==> src/rtl/core/usd_pkg.sv <==
// shared types and constants for the utf8 stream decoder
// no dependencies
package usd_pkg;

   localparam int unsigned ByteWidth  = 8;
   localparam int unsigned CpWidth    = 21;
   localparam int unsigned LenWidth   = 3;
   localparam int unsigned NeedWidth  = 2;

   localparam logic [ByteWidth-1:0] NulByte     = 8'h00;
   localparam logic [ByteWidth-1:0] NewlineByte = 8'h0A;

   // sequence lengths
   localparam logic [LenWidth-1:0] LenEnd  = 3'd0;
   localparam logic [LenWidth-1:0] LenOne  = 3'd1;
   localparam logic [LenWidth-1:0] LenTwo  = 3'd2;
   localparam logic [LenWidth-1:0] LenThree = 3'd3;
   localparam logic [LenWidth-1:0] LenFour = 3'd4;

   // continuation bytes still expected
   localparam logic [NeedWidth-1:0] NeedNone  = 2'd0;
   localparam logic [NeedWidth-1:0] NeedOne   = 2'd1;
   localparam logic [NeedWidth-1:0] NeedTwo   = 2'd2;
   localparam logic [NeedWidth-1:0] NeedThree = 2'd3;

   typedef struct packed {
      logic [CpWidth-1:0]  code_point;
      logic [LenWidth-1:0] byte_length;
      logic                string_end;
   } usd_result_type;

endpackage

==> src/rtl/core/usd_in_stage.sv <==
// input register of the utf8 stream decoder: holds one accepted byte
// depends on usd_pkg
module usd_in_stage
   import usd_pkg::*;
(
   input  logic                 clock,
   input  logic                 reset,
   input  logic                 req_valid,
   output logic                 req_stall,
   input  logic [ByteWidth-1:0] req_text_byte,
   input  logic                 advance,
   output logic                 held_valid,
   output logic [ByteWidth-1:0] held_byte
);

   logic                 valid_ff;
   logic                 valid_in;
   logic [ByteWidth-1:0] byte_ff;
   logic [ByteWidth-1:0] byte_in;
   logic                 accept;

   assign req_stall = valid_ff & ~advance;
   assign accept    = req_valid & ~req_stall;

   always_comb begin
      valid_in = valid_ff;
      byte_in  = byte_ff;
      if (accept) begin
         valid_in = 1'b1;
         byte_in  = req_text_byte;
      end else if (advance) begin
         valid_in = 1'b0;
      end
   end

   always_ff @(posedge clock) begin
      if (reset) begin
         valid_ff <= 1'b0;
      end else begin
         valid_ff <= valid_in;
      end
   end

   always_ff @(posedge clock) begin
      byte_ff <= byte_in;
   end

   assign held_valid = valid_ff;
   assign held_byte  = byte_ff;

endmodule

==> src/rtl/core/usd_decode.sv <==
// per-byte decode logic and open-sequence state
// depends on usd_pkg
module usd_decode
   import usd_pkg::*;
(
   input  logic                 clock,
   input  logic                 reset,
   input  logic [ByteWidth-1:0] text_byte,
   input  logic                 step,
   output logic                 emit,
   output usd_result_type       result
);

   logic [NeedWidth-1:0] need_ff;
   logic [NeedWidth-1:0] need_in;
   logic [LenWidth-1:0]  len_ff;
   logic [LenWidth-1:0]  len_in;
   logic [CpWidth-1:0]   cp_ff;
   logic [CpWidth-1:0]   cp_in;
   logic                 is_cont;
   logic [CpWidth-1:0]   cp_shifted;

   assign is_cont    = (text_byte[7:6] == 2'b10);
   assign cp_shifted = {cp_ff[CpWidth-7:0], text_byte[5:0]};

   always_comb begin
      need_in            = need_ff;
      len_in             = len_ff;
      cp_in              = cp_ff;
      emit               = 1'b0;
      result.code_point  = '0;
      result.byte_length = LenEnd;
      result.string_end  = 1'b0;
      priority if (text_byte == NulByte || text_byte == NewlineByte) begin
         need_in           = NeedNone;
         emit              = 1'b1;
         result.string_end = 1'b1;
      end else if (need_ff != NeedNone && is_cont) begin
         cp_in   = cp_shifted;
         need_in = need_ff - NeedOne;
         if (need_ff == NeedOne) begin
            emit               = 1'b1;
            result.code_point  = cp_shifted;
            result.byte_length = len_ff;
         end
      end else begin
         // a broken sequence is dropped and the byte reread as a lead
         need_in = NeedNone;
         priority if (text_byte[7] == 1'b0) begin
            emit               = 1'b1;
            result.code_point  = {{(CpWidth-ByteWidth){1'b0}}, text_byte};
            result.byte_length = LenOne;
         end else if (text_byte[7:5] == 3'b110) begin
            need_in = NeedOne;
            len_in  = LenTwo;
            cp_in   = {{(CpWidth-5){1'b0}}, text_byte[4:0]};
         end else if (text_byte[7:4] == 4'b1110) begin
            need_in = NeedTwo;
            len_in  = LenThree;
            cp_in   = {{(CpWidth-4){1'b0}}, text_byte[3:0]};
         end else if (text_byte[7:3] == 5'b11110) begin
            need_in = NeedThree;
            len_in  = LenFour;
            cp_in   = {{(CpWidth-3){1'b0}}, text_byte[2:0]};
         end else begin
            // stray continuation or invalid lead: nothing to do
            need_in = NeedNone;
         end
      end
   end

   always_ff @(posedge clock) begin
      if (reset) begin
         need_ff <= NeedNone;
      end else if (step) begin
         need_ff <= need_in;
      end
   end

   always_ff @(posedge clock) begin
      if (step) begin
         len_ff <= len_in;
         cp_ff  <= cp_in;
      end
   end

endmodule

==> src/rtl/core/usd_out_stage.sv <==
// result register of the utf8 stream decoder
// depends on usd_pkg
module usd_out_stage
   import usd_pkg::*;
(
   input  logic                clock,
   input  logic                reset,
   input  logic                load,
   input  usd_result_type      load_result,
   output logic                ready,
   output logic                rsp_valid,
   input  logic                rsp_stall,
   output logic [CpWidth-1:0]  rsp_code_point,
   output logic [LenWidth-1:0] rsp_byte_length,
   output logic                rsp_string_end
);

   logic           valid_ff;
   logic           valid_in;
   usd_result_type result_ff;
   usd_result_type result_in;

   assign ready = ~valid_ff | ~rsp_stall;

   always_comb begin
      valid_in  = valid_ff;
      result_in = result_ff;
      if (load) begin
         valid_in  = 1'b1;
         result_in = load_result;
      end else if (valid_ff && !rsp_stall) begin
         valid_in = 1'b0;
      end
   end

   always_ff @(posedge clock) begin
      if (reset) begin
         valid_ff <= 1'b0;
      end else begin
         valid_ff <= valid_in;
      end
   end

   always_ff @(posedge clock) begin
      result_ff <= result_in;
   end

   assign rsp_valid       = valid_ff;
   assign rsp_code_point  = result_ff.code_point;
   assign rsp_byte_length = result_ff.byte_length;
   assign rsp_string_end  = result_ff.string_end;

endmodule

==> src/rtl/core/utf8_stream_decoder_core.sv <==
// channel  direction  handshake          payload
// req      in         req_valid/stall    req_text_byte (8)
// rsp      out        rsp_valid/stall    rsp_code_point (21), rsp_byte_length (3), rsp_string_end
//
// one byte per cycle while req_stall is low; rsp is driven from the result register
// decode is shallow logic between the input register and the result register
// bytes that close no sequence leave the input register without waiting on rsp_stall
// reset is synchronous and closes any open sequence
// rsp_stall reaches req_stall only when the held byte has a result and rsp is full
module utf8_stream_decoder_core
   import usd_pkg::*;
(
   input  logic                 clock,
   input  logic                 reset,
   input  logic                 req_valid,
   output logic                 req_stall,
   input  logic [ByteWidth-1:0] req_text_byte,
   output logic                 rsp_valid,
   input  logic                 rsp_stall,
   output logic [CpWidth-1:0]   rsp_code_point,
   output logic [LenWidth-1:0]  rsp_byte_length,
   output logic                 rsp_string_end
);

   logic                 held_valid;
   logic [ByteWidth-1:0] held_byte;
   logic                 emit;
   usd_result_type       result;
   logic                 out_ready;
   logic                 advance;

   // a byte moves on unless its result finds the result register full
   assign advance = held_valid & (~emit | out_ready);

   usd_in_stage u_in_stage (
      .clock         (clock),
      .reset         (reset),
      .req_valid     (req_valid),
      .req_stall     (req_stall),
      .req_text_byte (req_text_byte),
      .advance       (advance),
      .held_valid    (held_valid),
      .held_byte     (held_byte)
   );

   usd_decode u_decode (
      .clock     (clock),
      .reset     (reset),
      .text_byte (held_byte),
      .step      (advance),
      .emit      (emit),
      .result    (result)
   );

   usd_out_stage u_out_stage (
      .clock           (clock),
      .reset           (reset),
      .load            (advance & emit),
      .load_result     (result),
      .ready           (out_ready),
      .rsp_valid       (rsp_valid),
      .rsp_stall       (rsp_stall),
      .rsp_code_point  (rsp_code_point),
      .rsp_byte_length (rsp_byte_length),
      .rsp_string_end  (rsp_string_end)
   );

endmodule

==> config.mk <==
export PLATFORM = sky130hd
export DESIGN_NAME = utf8_stream_decoder_core
export DESIGN_NICKNAME = d
export VERILOG_FILES = /design/src/rtl/core/usd_pkg.sv /design/src/rtl/core/usd_in_stage.sv /design/src/rtl/core/usd_decode.sv /design/src/rtl/core/usd_out_stage.sv /design/src/rtl/core/utf8_stream_decoder_core.sv
export SDC_FILE = /design/constraint.sdc
export NUM_CORES = 1
export LEC_CHECK = 0
export BUFFER_PORTS_ARGS = -buffer_cell sky130_fd_sc_hd__buf_2
export CORE_MARGIN = 5
export CORE_UTILIZATION = 49
export DETAILED_ROUTE_END_ITERATION = 16
export GPL_TIMING_DRIVEN = 0
export PLACE_DENSITY = 0.77
export SETUP_SLACK_MARGIN = 0.15
export SLEW_MARGIN = 20
export SYNTH_ARGS = -nofsm -noshare
export SYNTH_HDL_FRONTEND = slang
export SYNTH_SLANG_ARGS = --single-unit
==> constraint.sdc <==
create_clock -name clock -period 3.6 [get_ports clock]
set_input_delay 0.36 -clock clock [delete_from_list [all_inputs] [get_ports clock]]
set_output_delay 0.36 -clock clock [all_outputs]
set_load 0.01 [all_outputs]
# After elaboration in Yosys (flattened, before gate mapping)
# Index checks and enable logic that the tools add are counted.
classes:
  eq_ne: 6
  muxes: 25
  n_bitwise: 13
  reduce_logical: 14
  n_addsub: 1
ops:
  columns: ["operator", "count"]
  rows:
  - ["2-to-1 mux 15 bit", 5]
  - ["2-to-1 mux 24 bit", 2]
  - ["2-to-1 mux 2 bit", 6]
  - ["2-to-1 mux 1 bit", 10]
  - ["2-to-1 mux 10 bit", 1]
  - ["equality test 8 x 4 -> 1 bit, second input constant", 1]
  - ["zero test 8 bit", 1]
  - ["nonzero test 2 bit", 4]
  - ["inverter 1 bit", 7]
  - ["equality test 5 bit, second input constant", 1]
  - ["AND reduction 5 bit", 1]
  - ["bitwise AND 1 bit", 4]
  - ["equality test 4 bit, second input constant", 1]
  - ["AND reduction 4 bit", 1]
  - ["nonzero test 4 bit", 1]
  - ["equality test 3 bit, second input constant", 1]
  - ["2-to-1 mux 3 bit", 1]
  - ["nonzero test 3 bit", 1]
  - ["equality test 2 x 1 -> 1 bit, second input constant", 1]
  - ["equality test 2 bit, second input constant", 1]
  - ["logical AND 1 bit", 2]
  - ["OR 1 bit", 2]
  - ["OR reduction 2 bit", 1]
  - ["subtractor 2 x 1 -> 2 bit, second input constant", 1]
  - ["other kinds (2)", 2]
word_totals:
  out_inout_bits: 27
  elab_cells: 69
  regBits: 55

# Logic depth before layout (Yosys ltp)
# Gate-level depths: netlist (run 1).
depth:
  ltp_word: 12
  depth_mapped: 6
  depth_no_buf: 5

# Hierarchy
# Synthesis (run 1) repeated with hierarchy kept, for this count alone.
unflattened:
  cells_unflattened: 140
  hier_area_um2: 2152.1
modules_own_cells:
  columns: ["mod", "cells_each", "area_per_inst_um2", "seq_area_each_um2", "n_inst"]
  rows:
  - ["usd_decode", 96, 1059.8, 580.6, 1]
  - ["usd_out_stage", 29, 783.3, 770.7, 1]
  - ["usd_in_stage", 12, 290.3, 260.2, 1]
  - ["utf8_stream_decoder_core", 3, 18.8, 0.0, 1]

# Least setup slack after synthesis (run 1)
# No wires, ideal clock.
synth_timing:
  kind: "reg-to-reg"
  startpoint: "reg u_in_stage.byte_ff[6], in the netlist u_in_stage.held_byte[6]"
  endpoint: "reg u_out_stage.result_ff, in the netlist u_out_stage.rsp_byte_length[0] (enable)"
  path_stages_with_launch: 5
  synth_period_minus_slack_ns: 2.798
  path_slack_ns: 0.802
  t_arrival_ns: 2.382
  path_cell_list: "edfxtp_1 > clkbuf_1 > nor3b_1 > o21ai_0 > a21oi_1"
synth_via:
  elab_chain_cells: 8
  elab_cells_between_ends: 11
synth_rtl:
  columns: ["element", "line_no", "rtl"]
  rows:
  - ["start: declaration", "usd_in_stage.sv:18", "logic [ByteWidth-1:0] byte_ff;"]
  - ["start signal: assignment", "usd_in_stage.sv:45", "byte_ff <= byte_in;"]
  - ["equality test 2 bit", "usd_decode.sv:23", "assign is_cont = (text_byte[7:6] == 2'b10);"]
  - ["logical AND 1 bit", "usd_decode.sv:38", "end else if (need_ff != NeedNone && is_cont) begin"]
  - ["2-to-1 mux 1 bit", "usd_decode.sv:38", null]
  - ["2-to-1 mux 1 bit *", "usd_decode.sv:34", "priority if (text_byte == NulByte || text_byte == NewlineByte) begin"]
  - ["inverter 1 bit", "utf8_stream_decoder_core.sv:33", "assign advance = held_valid & (~emit | out_ready);"]
  - ["OR 1 bit", "utf8_stream_decoder_core.sv:33", null]
  - ["bitwise AND 1 bit", "utf8_stream_decoder_core.sv:33", null]
  - ["bitwise AND 1 bit *", "utf8_stream_decoder_core.sv:58", ".load (advance & emit),"]
  - ["via u_out_stage.load", "usd_out_stage.sv:8", "input logic load,"]
  - ["end signal: assignment", "usd_out_stage.sv:45", "result_ff <= result_in;"]
  - ["end: declaration", "usd_out_stage.sv:20", "usd_result_type result_ff;"]
# The timed path passes the listed nets; every way through them passes the cells marked *.
# A chain may end at the register's enable or synchronous reset.

# Worst setup path in the final report (run 1)
layout_timing:
  startpoint: "reg u_decode.need_ff[0]"
  endpoint: "out req_stall"
layout_via:
  elab_chain_cells: 9
  elab_cells_between_ends: 11
layout_rtl:
  columns: ["element", "line_no", "rtl"]
  rows:
  - ["start: declaration", "usd_decode.sv:14", "logic [NeedWidth-1:0] need_ff;"]
  - ["start signal: assignment", "usd_decode.sv:74", "need_ff <= NeedNone;"]
  - ["start signal: assignment", "usd_decode.sv:76", "need_ff <= need_in;"]
  - ["equality test 2 x 1 -> 1 bit / nonzero test 2 bit (equally long branches)", "usd_decode.sv:41, usd_decode.sv:38", null]
  - ["2-to-1 mux 1 bit / logical AND 1 bit (equally long branches)", "usd_decode.sv:41, usd_decode.sv:38", null]
  - ["2-to-1 mux 1 bit *", "usd_decode.sv:38", null]
  - ["2-to-1 mux 1 bit *", "usd_decode.sv:34", null]
  - ["inverter 1 bit *", "utf8_stream_decoder_core.sv:33", null]
  - ["OR 1 bit *", "utf8_stream_decoder_core.sv:33", null]
  - ["bitwise AND 1 bit *", "utf8_stream_decoder_core.sv:33", null]
  - ["inverter 1 bit *", "usd_in_stage.sv:22", "assign req_stall = valid_ff & ~advance;"]
  - ["bitwise AND 1 bit *", "usd_in_stage.sv:22", null]
  - ["end: declaration", "utf8_stream_decoder_core.sv:16", "output logic req_stall,"]
# Every way passes the cells marked *; elsewhere a longest branch is shown, timed or not.

==> qor.csv, run 1 <==
metric;value;unit
cell row count;24;
Fmax;432;MHz
Die X;77.3;um
number of port buffers;38;
pin count of the biggest net entering global routing;21;
final net count;211;
post-route ant nets;0;
Root Buffer;clkbuf_8;
EDFF count, synth;51;
Crit path buffers/inverters;2;
ys async rst share;0;
Synth area leaders;edfxtp_1 (69%), and2_1 (8.2%), dfxtp_1 (3.6%);
Mapped Area;2220;um2
initial antenna violation count;0;
Synth top area share;0.690;
grt ovf;0;
H-tree Lvls;2;
Final Setup Violations;0;
dpl cells;242;
DR DRC count;0;
total wire length;3420;um
max-cap viol count;0;
status;complete, no violations;
Top Ports;39;
Worst EP required;3.24;ns
Power per Cell Area;453;nW/um2
1st-pass router iterations;4;
CP Class;flop to output pin;
global placement routability congestion;0.824;
Synth Net Count;165;
area leader, netlist;edfxtp_1;
crit-path cells;inv_1 > ha_1 > or3b_2 > a21oi_1 > buf_2;
setup bufs post-CTS;0;
sequential area share after synthesis;0.726;
gr usage total;0.123;
setup TNS;0;ns
Post-Syn Instances;151;
Rel. slew slack;0.350;
global-route wire length before repair;5770;um
CTS sink count;55;
CP max stage delay;0.52;ns
Vert. Die Dim;77.3;um
Starting Density;0.507;
post-synthesis register bit count;55;
CTS tree;built;
final hold vios;0;
CP top delay family;simple AND/OR/NAND/NOR gates;
Iter 0 DRT Violations;70;
nature of the critical path endpoint;output pin;
leakage power;0.00100;uW
clock skew;0.0116;ns
final core utilization;0.598;
top cells by count, synth;edfxtp_1 (51), and2_1 (29), a21oi_1 (6);
period utilisation layout;0.643;
Reg2Reg Setup Slack;1.30;ns
Longest Clk Path Bufs;2;
area growth from synthesis to layout;18.1;%
maximum vdd ir drop;263;uV
final std cells w/o fill;250;
most numerous cell in the Yosys netlist;edfxtp_1;
share of cells above drive strength 1;0.278;
CP Data Arrival Time;1.95;ns
Core ar.;4380;um2
CP startpoint kind;flop;
Vias/cell;5.10;
vias in the first global route;1225;
post-synthesis cell type count;35;
n_diodes;0;
Worst Path Max Fanout;6;
Yosys warning total;0;
Period minus WS final;2.31;ns
Hold Crit Class;primary input to flop;
Avg Cell Area, Syn;14.7;um2
Slew @ Worst Pin;0.961;ns
fin. max-slew vios;0;
commonest register cell after synthesis;edfxtp_1;
Avg WL per Cell;13.7;um
routed vias;1274;
CTS buffer count;5;
Slowest cell on crit path;or3b_2;
Post-DP HPWL;2480;um
Die Area;5980;um2
RSZ-0062 raised after global routing;no;
# hold bufs at CTS;0;
worst skew pair latency;0.30;ns
Resized Gates After CTS;0;
Clk pin slew, worst setup/hold paths;0.09;ns
logic make-up after synthesis:
family                   share of synthesized area
AO/OA/AOI/OAI                               0.0558
XOR/XNOR                                   0.00394
adder cells (fa/ha/maj)                     0.0113
buffers and inverters                       0.0242
flip-flops                                   0.726
multiplexers                               0.00451
AND/OR/NAND/NOR                              0.175
layer usage:
metal	track usage	up-vias	wire [um]
li1	-	640	-
met3	0.0433	7	236
met5	0	-	0
met2	0.199	38	1630
met1	0.149	589	1480
met4	0.0515	0	68
cell usage in the layout (no fill, tap or decap), types with 3 or more instances in the layout:
master / count
o21ai_0: 4
dfxtp_1: 4
clkbuf_8: 5
buf_2: 39
nor2b_1: 3
nand2_1: 5
a21oi_1: 5
nand3_1: 3
nor2_1: 4
and2_1: 29
clkbuf_1: 5
nor3b_1: 3
inv_1: 5
edfxtp_1: 51
cell type report:
class                      count  area (um2)
clock inverter                 3        38.8
sequential                    55        1610
inverter                       5        18.8
fill                         352        1760
buffer                         7        35.0
clock buffer                   5        68.8
tap                           52        65.1
multi-input combinational     84         567
timing repair buffer          39         218
path summary, 6_finish.rpt:
kind / cells after the start / to / start
hold reg to reg: 0 / u_decode.cp_ff[0] / u_in_stage.held_byte[0]
setup / recovery: 5 / req_stall / u_decode.need_ff[0]
hold / removal: 1 / u_in_stage.held_byte[4] / req_text_byte[4]
setup reg to reg: 5 / u_out_stage.rsp_code_point[14] / u_in_stage.held_byte[6]
per-stage QoR:
stage,hold slack (ns),worst slack (ns),cell area (um2),power [uW]
3_3_place_gp,0.469,-0.0308,2480,810
5_1_grt,0.214,1.09,2620,1240
2_1_floorplan,0.429,0.802,2220,786
3_5_place_dp,0.478,1.29,2510,816
6_report,0.234,1.29,2620,1190
4_1_cts,0.220,1.26,2620,1200
registers in the layout, summed over array words and instances (netlist names):
name,count
u_decode.cp_ff,15
u_in_stage.held_byte,8
u_out_stage.rsp_string_end,1
u_out_stage.rsp_code_point,21
u_out_stage.rsp_byte_length,3
u_decode.len_ff,3
u_out_stage.rsp_valid,1
u_decode.need_ff,2
u_in_stage.held_valid,1
power breakdown:
| part | leakage, uW | switching (uW) | internal (uW) |
|---|---|---|---|
| sequential | 0.000524 | 8.58 | 718 |
| combinational | 0.000423 | 44.2 | 30.4 |
| clock | 0.0000556 | 184 | 204 |
| total | 0.00100 | 237 | 952 |
(Power assumes the default switching activity.)
==> inputs of run 2 (changes only) <==
--- a/config.mk
+++ b/config.mk
@@ -10,7 +10,7 @@
 export CORE_UTILIZATION = 49
 export DETAILED_ROUTE_END_ITERATION = 16
 export GPL_TIMING_DRIVEN = 0
-export PLACE_DENSITY = 0.77
+export PLACE_DENSITY = 0.8
 export SETUP_SLACK_MARGIN = 0.15
 export SLEW_MARGIN = 20
 export SYNTH_ARGS = -nofsm -noshare
==> constraint.sdc (replaced) <==
create_clock -name clock -period 1.9 [get_ports clock]
set_input_delay 0.19 -clock clock [delete_from_list [all_inputs] [get_ports clock]]
set_output_delay 0.19 -clock clock [all_outputs]
set_load 0.01 [all_outputs]
==> qor.csv, run 2 (synthesis gave the netlist of run 1 again) <==
metric;value;unit;change
status;complete, no violations;;
CTS sink count;55;;unchanged
DR DRC count;0;;unchanged
number of port buffers;38;;unchanged
Power per Cell Area;855;nW/um2;+89%
Clk pin slew, worst setup/hold paths;0.09;ns;about the same
Core ar.;4380;um2;unchanged
Die X;77.3;um;unchanged
commonest non-fill, non-tap cell in the layout;edfxtp_1;;
final hold vios;0;;unchanged
post-route ant nets;0;;unchanged
cell row count;24;;unchanged
Hold Crit Class;primary input to flop;;
initial antenna violation count;0;;unchanged
Top Ports;39;;unchanged
RSZ-0062 raised after global routing;yes;;
final std cells w/o fill;261;;+4.4%
grt ovf;0;;unchanged
CTS tree;built;;
dpl cells;241;;-0.41%
n_diodes;0;;unchanged
total wire length;3880;um;+13%
leakage power;0.00111;uW;+10%
CTS buffer count;5;;unchanged
vias in the first global route;1269;;+3.6%
Avg WL per Cell;14.9;um;+8.5%
routed vias;1348;;+5.8%
max FFs per register;21;;unchanged
Vias/cell;5.16;;+1.3%
period utilisation layout;0.984;;
CP max stage delay;0.58;ns;+0.06 ns
Worst EP required;1.94;ns;-1.30 ns
Slowest cell on crit path;or4_4;;
total power;2450;uW;+110%
CP Class;flop to flop;;
Slew @ Worst Pin;0.614;ns;-0.348 ns
design area;2860;um2;+9.1%
Vert. Die Dim;77.3;um;unchanged
worst skew pair latency;0.31;ns;about the same
final net count;222;;+5.2%
H-tree Lvls;2;;unchanged
pin count of the biggest net entering global routing;17;;-19%
1st-pass router iterations;5;;+1
Root Buffer;clkbuf_8;;
Iter 0 DRT Violations;103;;+47%
CP startpoint kind;flop;;
Post-DP HPWL;2330;um;-6.2%
maximum vdd ir drop;566;uV;+110%
Starting Density;0.507;;unchanged
Cell Area, Placed;2540;um2;+1.1%
gr usage total;0.136;;+0.0133
global placement routability congestion;0.834;;+1.2%
fin. max-slew vios;0;;unchanged
Final Setup Violations;0;;unchanged
commonest non-fill, non-tap cells in the layout;edfxtp_1 (51), buf_2 (39), and2_1 (29);;
Rel. slew slack;0.590;;+0.240
nature of the critical path endpoint;flop;;
area growth from synthesis to layout;28.8;%;
clock skew;0.0119;ns;+0.000255 ns
share of cells above drive strength 1;0.407;;+0.129
DP Worst Slack;-0.373;ns;-1.67 ns
Worst Path Max Fanout;15;;+9
CP Data Arrival Time;1.91;ns;-0.04 ns
global-route wire length before repair;6330;um;+9.7%
Die Area;5980;um2;unchanged
Fmax;535;MHz;
Longest Clk Path Bufs;2;;unchanged
max-cap viol count;0;;unchanged
setup ws final;0.0296;ns;-1.26 ns
Period minus WS final;1.87;ns;
crit-path cells;or4_4 > nor4_4 > and4b_4;;
-- run 2: final timing paths --
path	startpoint	end	slack (ns)	cells after the start
worst max-delay path	u_in_stage.held_byte[7]	u_decode.cp_ff[0]	0.03	3
worst min-delay path	req_text_byte[6]	u_in_stage.held_byte[6]	0.05	1
worst max register to register	u_in_stage.held_byte[7]	u_decode.cp_ff[0]	0.03	3
worst min register to register	u_in_stage.held_byte[0]	u_decode.cp_ff[0]	0.50	0
-- run 2: what timing repair did --
item,CTS,global route
gates cloned,1,0
endpoints found under the setup margin,69,65
hold buffers,0,0
pin swaps,3,6
endpoints found under the hold margin,0,0
setup buffers,8,3
gates resized for setup,12,8
-- run 2: through the flow --
stage / utilization / hold slack (ns) / setup TNS, ns
floorplan: - / 0.259 / 0
global placement: 0.580 / 0.367 / -6.56
detailed placement: 0.580 / 0.368 / -8.59
CTS: 0.640 / 0.0427 / 0
global route: 0.653 / 0.0369 / -0.0570
finish: 0.653 / 0.0535 / 0
-- run 2: worst max-delay path, delay by kind of cell, from the launching register on --
family	cells	cell delay (ns)
AND/OR/NAND/NOR	3	1.19
flip-flops	1	0.43
-- run 2: where the power goes --
part	internal, uW	leakage [uW]	switching, uW	total, uW
clock	526	0.0000654	358	884
combinational	79.0	0.000515	103	182
sequential	1360	0.000525	19.4	1380
-- run 2: layout make-up --
class                      count  area (um2)
buffer                         7        48.8
tap                           52        65.1
fill                         327        1520
sequential                    55        1620
clock inverter                 2        60.1
multi-input combinational     85         688
clock buffer                   6        72.6
timing repair buffer          49         289
inverter                       5        21.3
-- run 2: per-layer routing --
| layer | GRT usage | vias up | share of wire |
|---|---|---|---|
| met4 | 0.0447 | 0 | 0.015 |
| met5 | 0 | - | 0 |
| met1 | 0.175 | 623 | 0.42 |
| li1 | - | 666 | - |
| met3 | 0.0445 | 8 | 0.083 |
| met2 | 0.218 | 51 | 0.49 |
==> inputs of run 3 (changes only) <==
--- a/config.mk
+++ b/config.mk
@@ -5,7 +5,7 @@
 export SDC_FILE = /design/constraint.sdc
 export NUM_CORES = 1
 export LEC_CHECK = 0
-export BUFFER_PORTS_ARGS = -buffer_cell sky130_fd_sc_hd__buf_2
+export BUFFER_PORTS_ARGS = -buffer_cell sky130_fd_sc_hd__clkbuf_2
 export CORE_MARGIN = 5
 export CORE_UTILIZATION = 49
 export DETAILED_ROUTE_END_ITERATION = 16
==> qor.csv, run 3 (synthesis gave the netlist of run 1 again) <==
metric;value;unit;change
Die Area;5980;um2;unchanged
RSZ-0062 raised after global routing;yes;;
number of port buffers;38;;unchanged
Cell Area, Placed;2540;um2;unchanged
worst skew pair latency;0.31;ns;about the same
Starting Density;0.507;;unchanged
fin. max-slew vios;0;;unchanged
final net count;222;;unchanged
Core ar.;4380;um2;unchanged
# hold bufs at CTS;0;;unchanged
Die X;77.3;um;unchanged
Period minus WS final;1.80;ns;-0.0681 ns
hold slack;0.0537;ns;+0.000175 ns
final core utilization;0.659;;+0.00628
cell row count;24;;unchanged
CTS sink count;55;;unchanged
Avg WL per Cell;15.8;um;+6.2%
DR DRC count;0;;unchanged
dpl cells;241;;unchanged
CP startpoint kind;flop;;
period utilisation layout;0.949;;-0.0359
status;complete, no violations;;
vias in the first global route;1375;;+8.4%
Fillers;304;;-7.0%
CTS tree;built;;
maximum vdd ir drop;580;uV;+2.5%
crit-path cells;inv_2 > ha_4 > or3b_4 > a21oi_4 > buf_6;;
Hold Crit Class;primary input to flop;;
Clk pin slew, worst setup/hold paths;0.09;ns;about the same
initial antenna violation count;0;;unchanged
routed vias;1382;;+2.5%
nature of the critical path endpoint;output pin;;
Power per Cell Area;799;nW/um2;-6.5%
Root Buffer;clkbuf_8;;
Top Ports;39;;unchanged
post-route ant nets;0;;unchanged
max-cap viol count;0;;unchanged
design area;2890;um2;+0.96%
global placement routability congestion;0.817;;-2.0%
Slowest cell on crit path;or3b_4;;
Slew @ Worst Pin;0.378;ns;-0.235 ns
1st-pass router iterations;4;;-1
H-tree Lvls;2;;unchanged
Worst EP required;1.71;ns;-0.23 ns
Longest Clk Path Bufs;2;;unchanged
final hold vios;0;;unchanged
CP Data Arrival Time;1.61;ns;-0.30 ns
Vias/cell;5.30;;+2.5%
Worst Path Max Fanout;5;;-10
Rel. slew slack;0.747;;+0.157
total wire length;4120;um;+6.2%
final std cells w/o fill;261;;unchanged
share of cells above drive strength 1;0.421;;+0.0144
setup TNS;0;ns;unchanged
Iter 0 DRT Violations;43;;-58%
CTS buffer count;5;;unchanged
global-route wire length before repair;6690;um;+5.8%
leakage power;0.00111;uW;+0.58%
Fmax;555;MHz;+3.8%
Vert. Die Dim;77.3;um;unchanged
commonest non-fill, non-tap cells in the layout;edfxtp_1 (51), clkbuf_2 (39), and2_1 (29);;
max FFs per register;21;;unchanged
Final Setup Violations;0;;unchanged
gr usage total;0.144;;+0.00801
commonest non-fill, non-tap cell in the layout;edfxtp_1;;
clock skew;0.0126;ns;+0.000674 ns
area growth from synthesis to layout;30.1;%;
CP Class;flop to output pin;;
n_diodes;0;;unchanged
Post-DP HPWL;2360;um;+1.4%
CP max stage delay;0.42;ns;-0.16 ns
grt ovf;0;;unchanged
pin count of the biggest net entering global routing;17;;unchanged
[run 3: what timing repair did]
action | CTS | global route
endpoints found under the setup margin | 69 | 66
gates cloned | 2 | 0
pin swaps | 6 | 6
buffers inserted | 7 | 3
gates resized for setup | 17 | 17
[run 3: metrics by stage]
stage               power, uW  worst slack [ns]
floorplan                1500             0.108
detailed placement       1550            -0.376
finish                   2310            0.0977
global route             2390            0.0413
global placement         1550            -0.337
CTS                      2310            0.0430
[run 3: final timing paths]
check	slack [ns]	depth (start not counted)	end	startpoint
max reg2reg	0.13	5	u_decode.cp_ff[0]	u_decode.need_ff[0]
min reg2reg	0.50	0	u_decode.cp_ff[0]	u_in_stage.held_byte[0]
max	0.1	5	req_stall	u_decode.need_ff[0]
min	0.05	1	u_in_stage.held_byte[3]	req_text_byte[3]
[run 3: metal layers]
layer  GRT usage  up-vias  part of all wire
li1            -      673                 -
met1       0.168      656              0.41
met2       0.247       45              0.50
met3      0.0492        8             0.074
met4      0.0498        0             0.018
met5           0        -                 0
[run 3: final cells by class]
| type | count | area (um2) | share of cell area |
|---|---|---|---|
| Clock inverter | 3 | 38.8 | 0.0134 |
| Buffer | 7 | 58.8 | 0.0204 |
| Clock buffer | 5 | 68.8 | 0.0238 |
| Timing Repair Buffer | 48 | 297 | 0.103 |
| Inverter | 5 | 21.3 | 0.00736 |
| Tap cell | 52 | 65.1 | 0.0225 |
| Sequential cell | 55 | 1620 | 0.560 |
| Multi-Input combinational cell | 86 | 723 | 0.250 |
[run 3: critical path: cells and delay by family, from the launching register on]
| family | cells | cell delay (ns) |
|---|---|---|
| simple gates | 1 | 0.42 |
| compound gates | 1 | 0.18 |
| buf+inv | 2 | 0.17 |
| flops | 1 | 0.39 |
| fa+ha+maj | 1 | 0.16 |
[run 3: power by group]
group / internal (uW) / switching, uW / total [uW]
Sequential: 1360 / 22.2 / 1380
Clock: 386 / 347 / 732
Combinational: 86.0 / 108 / 194
Total: 1830 / 476 / 2310
